### src/rtl/core/lps_pkg.sv
// Package: types, constants and register codes for the LED pixel SPI bit encoder.
`timescale 1ns / 1ps

package lps_pkg;

  localparam int MAX_PIXELS_DEF   = 1024;
  localparam int MAX_PREAMBLE_DEF = 40;

  localparam int BITS_PER_PIXEL = 24;
  localparam int BIT_IDX_W      = 5;
  localparam int CFG_PPF_W      = 11;
  localparam int CFG_PLEN_W     = 6;
  localparam int CFG_IDX_W      = 3;
  localparam int CFG_DATA_W     = 11;

  localparam logic [CFG_PPF_W-1:0]  PPF_RESET      = 11'd128;
  localparam logic [CFG_PLEN_W-1:0] PLEN_RESET     = 6'd40;
  localparam logic [7:0]            ZERO_PAT_RESET = 8'b11100000;
  localparam logic [7:0]            ONE_PAT_RESET  = 8'b11111000;
  localparam logic [7:0]            PRE_BYTE_RESET = 8'b00000000;

  typedef enum logic [CFG_IDX_W-1:0] {
    REG_PIXELS_PER_FRAME = 3'd0,
    REG_PREAMBLE_LEN     = 3'd1,
    REG_ZERO_PATTERN     = 3'd2,
    REG_ONE_PATTERN      = 3'd3,
    REG_PREAMBLE_BYTE    = 3'd4
  } reg_idx_t;

  typedef enum logic [1:0] {
    ST_START,
    ST_PRE,
    ST_DATA
  } back_state_t;

  typedef struct packed {
    logic [7:0] red;
    logic [7:0] green;
    logic [7:0] blue;
  } pixel_t;

  typedef struct packed {
    logic [7:0] spi_byte;
    logic       last_of_item;
    logic       end_of_frame;
  } result_t;

  typedef struct packed {
    logic [BITS_PER_PIXEL-1:0] word;
    logic                      first;
    logic                      frame_end;
  } entry_t;

  typedef struct packed {
    logic [CFG_PPF_W-1:0]  pixels_per_frame;
    logic [CFG_PLEN_W-1:0] preamble_len;
    logic [7:0]            zero_pattern;
    logic [7:0]            one_pattern;
    logic [7:0]            preamble_byte;
  } cfg_t;

  typedef struct packed {
    logic   push;
    entry_t entry;
  } q_wr_t;

endpackage

### src/rtl/core/lps_front.sv
// Front end: accept pixel requests, track frame position, classify into queue entries.
`timescale 1ns / 1ps

module lps_front #(
  parameter int MAX_PIXELS = lps_pkg::MAX_PIXELS_DEF
) (
  input  logic                                clk,
  input  logic                                rst_n,
  input  logic                                in_valid,
  output logic                                in_ready,
  input  lps_pkg::pixel_t                     in_data,
  input  logic [lps_pkg::CFG_PPF_W-1:0]       pixels_per_frame,
  input  logic                                q_ready,
  output lps_pkg::q_wr_t                      q_wr
);

  localparam int IDX_W = (MAX_PIXELS > 1) ? $clog2(MAX_PIXELS) : 1;
  localparam int CMP_W = (IDX_W + 1 > lps_pkg::CFG_PPF_W) ? IDX_W + 1 : lps_pkg::CFG_PPF_W;

  logic [IDX_W-1:0] pixel_index_r, pixel_index_nxt;
  logic [CMP_W-1:0] ppf_ext, nframe, idx_inc;
  logic             frame_end;
  logic             accept;

  assign in_ready = q_ready;
  assign accept   = in_valid && q_ready;

  always_comb begin
    ppf_ext = CMP_W'(pixels_per_frame);
    nframe  = ppf_ext;
    if (ppf_ext == '0) begin
      nframe = CMP_W'(1);
    end
    if (ppf_ext > CMP_W'(MAX_PIXELS)) begin
      nframe = CMP_W'(MAX_PIXELS);
    end
    idx_inc   = CMP_W'(pixel_index_r) + CMP_W'(1);
    frame_end = (idx_inc >= nframe);
    pixel_index_nxt = pixel_index_r;
    if (accept) begin
      pixel_index_nxt = frame_end ? '0 : idx_inc[IDX_W-1:0];
    end
  end

  always_comb begin
    q_wr.push            = accept;
    q_wr.entry.word      = {in_data.green, in_data.red, in_data.blue};
    q_wr.entry.first     = (pixel_index_r == '0);
    q_wr.entry.frame_end = frame_end;
  end

  always_ff @(posedge clk) begin
    if (!rst_n) begin
      pixel_index_r <= '0;
    end else begin
      pixel_index_r <= pixel_index_nxt;
    end
  end

endmodule

### src/rtl/core/lps_queue.sv
// Two-entry queue between the front end and the byte sequencer.
`timescale 1ns / 1ps

module lps_queue (
  input  logic            clk,
  input  logic            rst_n,
  input  lps_pkg::q_wr_t  q_wr,
  output logic            q_ready,
  output logic            q_valid,
  output lps_pkg::entry_t q_head,
  input  logic            q_pop
);

  lps_pkg::entry_t mem_r [2];
  logic       wr_ptr_r, wr_ptr_nxt;
  logic       rd_ptr_r, rd_ptr_nxt;
  logic [1:0] count_r, count_nxt;
  logic       do_push, do_pop;

  assign q_ready = (count_r != 2'd2);
  assign q_valid = (count_r != 2'd0);
  assign q_head  = mem_r[rd_ptr_r];
  assign do_push = q_wr.push && q_ready;
  assign do_pop  = q_pop && q_valid;

  always_comb begin
    wr_ptr_nxt = do_push ? wr_ptr_r + 1'b1 : wr_ptr_r;
    rd_ptr_nxt = do_pop ? rd_ptr_r + 1'b1 : rd_ptr_r;
    count_nxt  = count_r + {1'b0, do_push} - {1'b0, do_pop};
  end

  always_ff @(posedge clk) begin
    if (do_push) begin
      mem_r[wr_ptr_r] <= q_wr.entry;
    end
  end

  always_ff @(posedge clk) begin
    if (!rst_n) begin
      wr_ptr_r <= 1'b0;
      rd_ptr_r <= 1'b0;
      count_r  <= 2'd0;
    end else begin
      wr_ptr_r <= wr_ptr_nxt;
      rd_ptr_r <= rd_ptr_nxt;
      count_r  <= count_nxt;
    end
  end

endmodule

### src/rtl/core/lps_back.sv
// Back end: sequence preamble and data bytes for the queue head into the output register.
`timescale 1ns / 1ps

module lps_back #(
  parameter int MAX_PREAMBLE = lps_pkg::MAX_PREAMBLE_DEF
) (
  input  logic             clk,
  input  logic             rst_n,
  input  lps_pkg::cfg_t    cfg,
  input  logic             q_valid,
  input  lps_pkg::entry_t  q_head,
  output logic             q_pop,
  output logic             out_valid,
  input  logic             out_ready,
  output lps_pkg::result_t out_data
);

  localparam int PW = lps_pkg::CFG_PLEN_W;

  lps_pkg::back_state_t state_r, state_nxt;
  logic [PW-1:0]        cnt_r, cnt_nxt;
  logic                 out_valid_r, out_valid_nxt;
  lps_pkg::result_t     out_data_r, out_data_nxt;
  logic [PW-1:0]        plen, cnt_inc;
  logic                 adv;
  logic [lps_pkg::BIT_IDX_W-1:0] bit_sel;
  logic                 data_bit;
  lps_pkg::result_t     pre_res, data_res;

  assign out_valid = out_valid_r;
  assign out_data  = out_data_r;
  assign adv       = !out_valid_r || out_ready;

  always_comb begin
    plen = cfg.preamble_len;
    if (32'(cfg.preamble_len) > MAX_PREAMBLE) begin
      plen = PW'(MAX_PREAMBLE);
    end
    cnt_inc  = cnt_r + PW'(1);
    bit_sel  = lps_pkg::BIT_IDX_W'(lps_pkg::BITS_PER_PIXEL - 1) - cnt_r[lps_pkg::BIT_IDX_W-1:0];
    data_bit = q_head.word[bit_sel];
    pre_res.spi_byte      = cfg.preamble_byte;
    pre_res.last_of_item  = 1'b0;
    pre_res.end_of_frame  = 1'b0;
    data_res.spi_byte     = data_bit ? cfg.one_pattern : cfg.zero_pattern;
    data_res.last_of_item = (cnt_r == PW'(lps_pkg::BITS_PER_PIXEL - 1));
    data_res.end_of_frame = data_res.last_of_item && q_head.frame_end;
  end

  always_comb begin
    state_nxt     = state_r;
    cnt_nxt       = cnt_r;
    out_valid_nxt = out_valid_r;
    out_data_nxt  = out_data_r;
    q_pop         = 1'b0;
    if (adv) begin
      out_valid_nxt = 1'b0;
      unique case (state_r)
        lps_pkg::ST_START: begin
          if (q_valid) begin
            out_valid_nxt = 1'b1;
            if (q_head.first && plen != '0) begin
              out_data_nxt = pre_res;
              if (plen == PW'(1)) begin
                state_nxt = lps_pkg::ST_DATA;
                cnt_nxt   = '0;
              end else begin
                state_nxt = lps_pkg::ST_PRE;
                cnt_nxt   = PW'(1);
              end
            end else begin
              out_data_nxt = data_res;
              state_nxt    = lps_pkg::ST_DATA;
              cnt_nxt      = PW'(1);
            end
          end
        end
        lps_pkg::ST_PRE: begin
          out_valid_nxt = 1'b1;
          out_data_nxt  = pre_res;
          if (cnt_inc == plen) begin
            state_nxt = lps_pkg::ST_DATA;
            cnt_nxt   = '0;
          end else begin
            cnt_nxt = cnt_inc;
          end
        end
        lps_pkg::ST_DATA: begin
          out_valid_nxt = 1'b1;
          out_data_nxt  = data_res;
          if (data_res.last_of_item) begin
            q_pop     = 1'b1;
            state_nxt = lps_pkg::ST_START;
            cnt_nxt   = '0;
          end else begin
            cnt_nxt = cnt_inc;
          end
        end
        default: begin
          state_nxt = lps_pkg::ST_START;
          cnt_nxt   = '0;
        end
      endcase
    end
  end

  always_ff @(posedge clk) begin
    if (!rst_n) begin
      state_r     <= lps_pkg::ST_START;
      cnt_r       <= '0;
      out_valid_r <= 1'b0;
    end else begin
      state_r     <= state_nxt;
      cnt_r       <= cnt_nxt;
      out_valid_r <= out_valid_nxt;
    end
  end

  always_ff @(posedge clk) begin
    out_data_r <= out_data_nxt;
  end

endmodule

### src/rtl/core/led_pixel_spi_bit_encoder_top.sv
// Top level: LED pixel SPI bit encoder with configuration registers.
// A pixel's first byte reaches out_ through the queue and then the output register.
// Throughput, set by the back-end sequencer: 24 bytes per pixel at one byte per cycle
// if out_ready is high and a pixel waits, plus the preamble on a frame's first pixel.
// Reset: configuration returns to defaults, the pixel index clears and the queue empties.
`timescale 1ns / 1ps

module led_pixel_spi_bit_encoder_top #(
  parameter int MAX_PIXELS   = lps_pkg::MAX_PIXELS_DEF,
  parameter int MAX_PREAMBLE = lps_pkg::MAX_PREAMBLE_DEF
) (
  input  logic                             clk,
  input  logic                             rst_n,
  input  logic                             in_valid,
  output logic                             in_ready,
  input  lps_pkg::pixel_t                  in_data,
  output logic                             out_valid,
  input  logic                             out_ready,
  output lps_pkg::result_t                 out_data,
  input  logic                             cfg_we,
  input  logic [lps_pkg::CFG_IDX_W-1:0]    cfg_index,
  input  logic [lps_pkg::CFG_DATA_W-1:0]   cfg_data
);

  lps_pkg::cfg_t   cfg_r, cfg_nxt;
  lps_pkg::q_wr_t  q_wr;
  logic            q_ready, q_valid, q_pop;
  lps_pkg::entry_t q_head;

  always_comb begin
    cfg_nxt = cfg_r;
    if (cfg_we) begin
      case (cfg_index)
        lps_pkg::REG_PIXELS_PER_FRAME: cfg_nxt.pixels_per_frame = cfg_data;
        lps_pkg::REG_PREAMBLE_LEN:     cfg_nxt.preamble_len = cfg_data[lps_pkg::CFG_PLEN_W-1:0];
        lps_pkg::REG_ZERO_PATTERN:     cfg_nxt.zero_pattern = cfg_data[7:0];
        lps_pkg::REG_ONE_PATTERN:      cfg_nxt.one_pattern = cfg_data[7:0];
        lps_pkg::REG_PREAMBLE_BYTE:    cfg_nxt.preamble_byte = cfg_data[7:0];
        default:                       cfg_nxt = cfg_r;
      endcase
    end
  end

  always_ff @(posedge clk) begin
    if (!rst_n) begin
      cfg_r.pixels_per_frame <= lps_pkg::PPF_RESET;
      cfg_r.preamble_len     <= lps_pkg::PLEN_RESET;
      cfg_r.zero_pattern     <= lps_pkg::ZERO_PAT_RESET;
      cfg_r.one_pattern      <= lps_pkg::ONE_PAT_RESET;
      cfg_r.preamble_byte    <= lps_pkg::PRE_BYTE_RESET;
    end else begin
      cfg_r <= cfg_nxt;
    end
  end

  lps_front #(
    .MAX_PIXELS(MAX_PIXELS)
  ) u_front (
    .clk              (clk),
    .rst_n            (rst_n),
    .in_valid         (in_valid),
    .in_ready         (in_ready),
    .in_data          (in_data),
    .pixels_per_frame (cfg_r.pixels_per_frame),
    .q_ready          (q_ready),
    .q_wr             (q_wr)
  );

  lps_queue u_queue (
    .clk     (clk),
    .rst_n   (rst_n),
    .q_wr    (q_wr),
    .q_ready (q_ready),
    .q_valid (q_valid),
    .q_head  (q_head),
    .q_pop   (q_pop)
  );

  lps_back #(
    .MAX_PREAMBLE(MAX_PREAMBLE)
  ) u_back (
    .clk       (clk),
    .rst_n     (rst_n),
    .cfg       (cfg_r),
    .q_valid   (q_valid),
    .q_head    (q_head),
    .q_pop     (q_pop),
    .out_valid (out_valid),
    .out_ready (out_ready),
    .out_data  (out_data)
  );

  a_eof_is_last: assert property (@(posedge clk) disable iff (!rst_n)
    out_valid && out_data.end_of_frame |-> out_data.last_of_item)
    else $error("end_of_frame without last_of_item");

  a_pop_has_head: assert property (@(posedge clk) disable iff (!rst_n)
    q_pop |-> q_valid)
    else $error("queue pop while empty");

  a_pop_emits_last: assert property (@(posedge clk) disable iff (!rst_n)
    q_pop |=> out_valid && out_data.last_of_item)
    else $error("queue pop without final byte of pixel");

endmodule
### config.mk
export PLATFORM = sky130hd
export DESIGN_NAME = led_pixel_spi_bit_encoder_top
export DESIGN_NICKNAME = d
export VERILOG_FILES = /design/src/rtl/core/lps_pkg.sv /design/src/rtl/core/lps_front.sv /design/src/rtl/core/lps_queue.sv /design/src/rtl/core/lps_back.sv /design/src/rtl/core/led_pixel_spi_bit_encoder_top.sv
export SDC_FILE = /design/constraint.sdc
export NUM_CORES = 1
export LEC_CHECK = 0
export BUFFER_PORTS_ARGS = -buffer_cell sky130_fd_sc_hd__buf_4
export CELL_PAD_IN_SITES_DETAIL_PLACEMENT = 0
export CELL_PAD_IN_SITES_GLOBAL_PLACEMENT = 1
export CORE_MARGIN = 2
export CORE_UTILIZATION = 45
export CTS_BUF_LIST = sky130_fd_sc_hd__clkbuf_16
export CTS_CLUSTER_SIZE = 12
export DETAILED_ROUTE_END_ITERATION = 8
export GPL_ROUTABILITY_DRIVEN = 1
export PLACE_DENSITY_LB_ADDON = 0.05
export SLEW_MARGIN = 15
export SYNTH_ARGS = -nofsm -noshare
export SYNTH_HDL_FRONTEND = slang
export SYNTH_SLANG_ARGS = --single-unit
### constraint.sdc
create_clock -name clk -period 3.55 [get_ports clk]
set_clock_uncertainty 0.2 [all_clocks]
set_input_delay 0.355 -clock clk [delete_from_list [all_inputs] [get_ports clk]]
set_output_delay 0.355 -clock clk [all_outputs]
set_load 0.02 [all_outputs]
Word-level counts from Yosys, hierarchy flattened --
Memory sizes are Yosys's and may differ from the RTL's. A register that Yosys moved wholly into a read port is not among the register bits. Index checks and enable logic that the tools add are counted.
Storage, ports and cells: bits in registers 74, memories 1, logic and storage cells 94, memory bits (writable) 52, input bits 43
Memories:
- u_queue.mem_r | words 2, bits a word 26, read ports 1, clocked after memory_dff 1, wr ports 1, line lps_queue.sv:14 | lps_pkg::entry_t mem_r [2];
Operators by class: $add $sub $neg 7, equal/unequal tests 13, multiplexer cells 31, reductions and logical operators 23, $lt $le $gt $ge 4
Operators with widths (count):
- $mux W10 | 3
- $pmux W10 S3 | 1
- $mux W6 | 4
- $mux W11 | 2
- $pmux W6 S3 | 1
- $reduce_and A2 Y1 | 6
- $add A10 B1 Y11 const B | 1
- $ge A11 B11 Y1 | 1
- $gt A11 B11 Y1 const B | 1
- $logic_not A11 Y1 | 1
- $mux W1 | 11
- $logic_not A10 Y1 | 1
- $mux W2 | 5
- $mux W8 | 1
- $add A6 B1 Y6 const B | 1
- $eq A3 B2 Y1 const B | 2
- $eq A6 B1 Y1 const B | 1
- $eq A6 B5 Y1 const B | 1
- $eq A6 B6 Y1 | 1
- $gt A6 B6 Y1 const B | 1
- $lt A5 B6 Y1 const B | 1
- $pmux W2 S3 | 1
- $reduce_bool A6 Y1 | 1
- $bmux W1 S5 | 1
- other kinds (21) | 28

Longest topological paths before layout --
depth in word-level cells 7, gate-level depth with buffers 12, depth with buffers taken out 12

Modules after synthesis --
Synthesis repeated with hierarchy kept, for this count alone.
Unflattened totals: cells, all modules 588, area total of the unflattened synthesis 6481.2 µm²
By module, submodules not included:
- lps_queue | cells each 110, sequential area each 1661.6 µm², area an instance 2144.6 µm², instances 1
- led_pixel_spi_bit_encoder_top | cells each 155, sequential area each 820.8 µm², area an instance 1596.5 µm², instances 1
- lps_back | cells each 168, sequential area each 480.5 µm², area an instance 1582.8 µm², instances 1
- lps_front | cells each 155, sequential area each 200.2 µm², area an instance 1157.4 µm², instances 1

Least setup slack after synthesis --
No wires, ideal clock.
path type register -> register, from reg u_front.pixel_index_r[0], to reg u_front.pixel_index_r[7], setup time 0.087 ns, arrival 2.743 ns, data required time 3.263 ns, cell stages (with the launch flop) 12, path buffers 0, clock period less this slack 3.030 ns, slack 0.520 ns, cells stage by stage dfxtp_1 ha_1 nand3_1 or3_1 nand2_1 ha_1 a21o_1 a21o_1 a221oi_1 o211ai_1 or2_2 o31ai_1
Between the ends: word-level cells in the longest chain between the ends 3
RTL lines:
- from (decl) | line lps_front.sv:20 | logic [IDX_W-1:0] pixel_index_r, pixel_index_nxt;
- from (signal assigned) | line lps_front.sv:56 | pixel_index_r <= pixel_index_nxt;
- $add A10 B1 Y11 (*) | line lps_front.sv:37 | idx_inc = CMP_W'(pixel_index_r) + CMP_W'(1);
- $ge A11 B11 Y1 | line lps_front.sv:38 | frame_end = (idx_inc >= nframe);
- $mux W10 (*) | line lps_front.sv:41 | pixel_index_nxt = frame_end ? '0 : idx_inc[IDX_W-1:0];
Every way passes the cells marked *; elsewhere a longest branch is shown, timed or not. A chain may end at the register's enable or synchronous reset.

Worst setup path in the final report --
from reg u_front.pixel_index_r[2], to reg u_front.pixel_index_r[7]
The elaborated chain is that of the path after synthesis.

==> flow_summary.toml <==
[logic_synthesis]
ys_seq_elements = 127
synth_area_leader_cell = "edfxtp_1"
synth_top_area_frac = 0.317
synth_edf_count = 62
synth_top_cells_by_count = "nand2_1, dfxtp_1, edfxtp_1"
async_flop_share = 0
ys_types = 59
synth_most_common_cell = "nand2_1"
synth_fp_nets = 619
yosys_warnings = 0
syn_inst = 554
ys.flop_type = "dfxtp_1"
syn_area_um2 = 5880
synth.area.top_cells = "edfxtp_1, dfxtp_1, nand2_1"
syn_area_per_cell_um2 = 10.6
synth-seq-area-share = 0.538

[setup_path]
crit_required_ns = 3.68
path_class = "reg -> reg"
critPathMaxFanout = 7
r2r_cells = 11
cp-start-kind = "flip-flop"
critPathArrivalTime_ns = 3.44
crit_path_end_kind = "flip-flop"

[timing]
rsz0062_at_grt = "false"
setup_viol = 0
final_hold_viol_count = 0
worst_pin_slew_ns = 0.948
clock.fmax_ghz = 0.302
drv_slew = 0
setup_tns_ns = 0
min_period_over_period = 0.933
layout_min_cycle_time_ns = 3.31
max_slew_margin = 0.361

[final_layout]
areaGrowthSynthToFinish_pct = 24.7
fillCellCount = 1101
final_area_um2 = 7330
antenna_cells = 0
nets = 709
drive_gt1_frac = 0.158

[cts]
clk_latency_ns = 0.42
clock-sinks = 127
clock_path_buffers = 2
cts-root-buf = "clkbuf_16"
numCtsBuffers = 17
htreeDepth = 4
clkTransAtPathRegs_ns = 0.06
cts_tree = "done"

[placement]
io_buffers = 54
detailed_place_hpwl_mm = 9.35
place.gp.congestion = 0.761
placed_area_um2 = 6420

[power_and_ir_drop]
ir_worst_vdd_mv = 0.318
p_leak_nw = 2.82
p_per_area_nw_per_um2 = 631

[routing]
drt_iter0_drc = 260
drt-vias-per-instance = 5.33
drc = 0
wl_per_cell_um = 16.5
wirelength_mm = 13.6
dr.pass1.iters = 4
vias = 4418
antenna_left = 0

[global_route]
grt_overflow = 0
grt_usage = 0.204
grt_pass1_vias = 4348
grt_max_degree = 36
grt_pass1_wl_mm = 22.0
grt_antenna_before_repair = 0

[floorplanning]
design.portCount = 55
die-area_um2 = 14000
die_y_um = 118
start_util = 0.464
core_area_um2 = 12700
die_w_um = 118
rows = 41

[min_path]
min_path_type = "in -> reg"
holdPathStages = 3

[outcome]
status = "finished, final reports clean"

[flow_run]
cap_violations = 0
[worst max-delay path, stage by stage, from the launching register on]
cell	delay [ns]
dfxtp_1	0.42
and3_1	0.21
and3_1	0.22
nand3_1	0.18
nor2_1	0.18
xor2_1	0.23
ha_1	0.28
a21o_1	0.17
a221oi_1	0.32
o211ai_1	0.22
or2_2	0.38
o31ai_1	0.19
[placed cells by master (no fill, tap or decap), drive strengths merged, types with 8 or more instances in the layout]
cell type	n
a21boi	12
a21oi	24
a221o	8
a22o	8
a22oi	8
and2	11
buf	61
clkbuf	19
dfxtp	65
dlygate4sd3	30
edfxtp	62
ha	22
inv	19
mux2i	29
nand2	112
nand3	22
nor2	28
nor2b	10
o21ai	14
xnor2	10
[timing repair]
action | CTS | global route
buffers inserted | 0 | 1
endpoints found under the setup margin | 0 | 10
hold endpoints to repair | 58 | 0
resized for setup | 0 | 2
hold buffers | 30 | 0
[cells by family after synthesis]
family / share of synthesized area
and+or+nand+nor: 0.175
buffers and inverters: 0.0296
adders and majority gates: 0.0468
AOI/OAI and AO/OA: 0.127
muxes: 0.0577
xor gates and xnor gates: 0.0253
DFF: 0.538
[state kept, by name (all words and copies together), names as in the netlist, named ones only]
signal / cells
u_queue.mem_r: 52
u_queue.rd_ptr_r: 1
u_back.state_r: 2
u_back.out_data: 10
u_queue.count_r: 2
u_back.out_valid: 1
u_back.cnt_r: 6
cfg_r: 41
u_front.pixel_index_r: 10
u_queue.wr_ptr_r: 1
[worst paths after layout]
path / end / slack (ns) / from
max: u_front.pixel_index_r[7] / 0.24 / u_front.pixel_index_r[2]
min reg2reg: cfg_r[3] / 0.25 / cfg_r[3]
max reg2reg: u_front.pixel_index_r[7] / 0.24 / u_front.pixel_index_r[2]
min: cfg_r[10] / 0.02 / cfg_data[2]
[power breakdown]
| part | switching, W | internal [W] | total [W] |
|---|---|---|---|
| Sequential | 0.0000726 | 0.00174 | 0.00181 |
| Clock | 0.000628 | 0.00110 | 0.00173 |
| Combinational | 0.000659 | 0.000424 | 0.00108 |
[stage by stage]
step,setup WS [ns],cells,total power [W],util,hold WS [ns]
floorplan,0.520,554,0.00251,-,0.232
global placement,0.267,766,0.00289,0.507,0.238
detailed placement,0.152,766,0.00290,0.507,0.243
CTS,0.136,828,0.00466,0.577,0.00861
global route,0.00772,829,0.00485,0.578,0.0185
finish,0.238,829,0.00462,0.578,0.0233
[metal layers]
metal,GRT usage,vias to the layer above,share of wire
met5,0,-,0
met4,0.0798,0,0.020
met3,0.0545,20,0.044
met2,0.330,98,0.47
met1,0.260,2115,0.46
li1,-,2185,-
[area by class of cell]
cell class,count,area [um^2],share of cell area
clock inverter,13,119,0.0162
multi-input combinational,393,2540,0.347
timing repair buffer,91,758,0.103
clock buffer,19,475,0.0649
inverter,14,52.6,0.00717
tap,172,215,0.0294
sequential,127,3160,0.432
No activity file was read; power rests on OpenSTA's default activity.
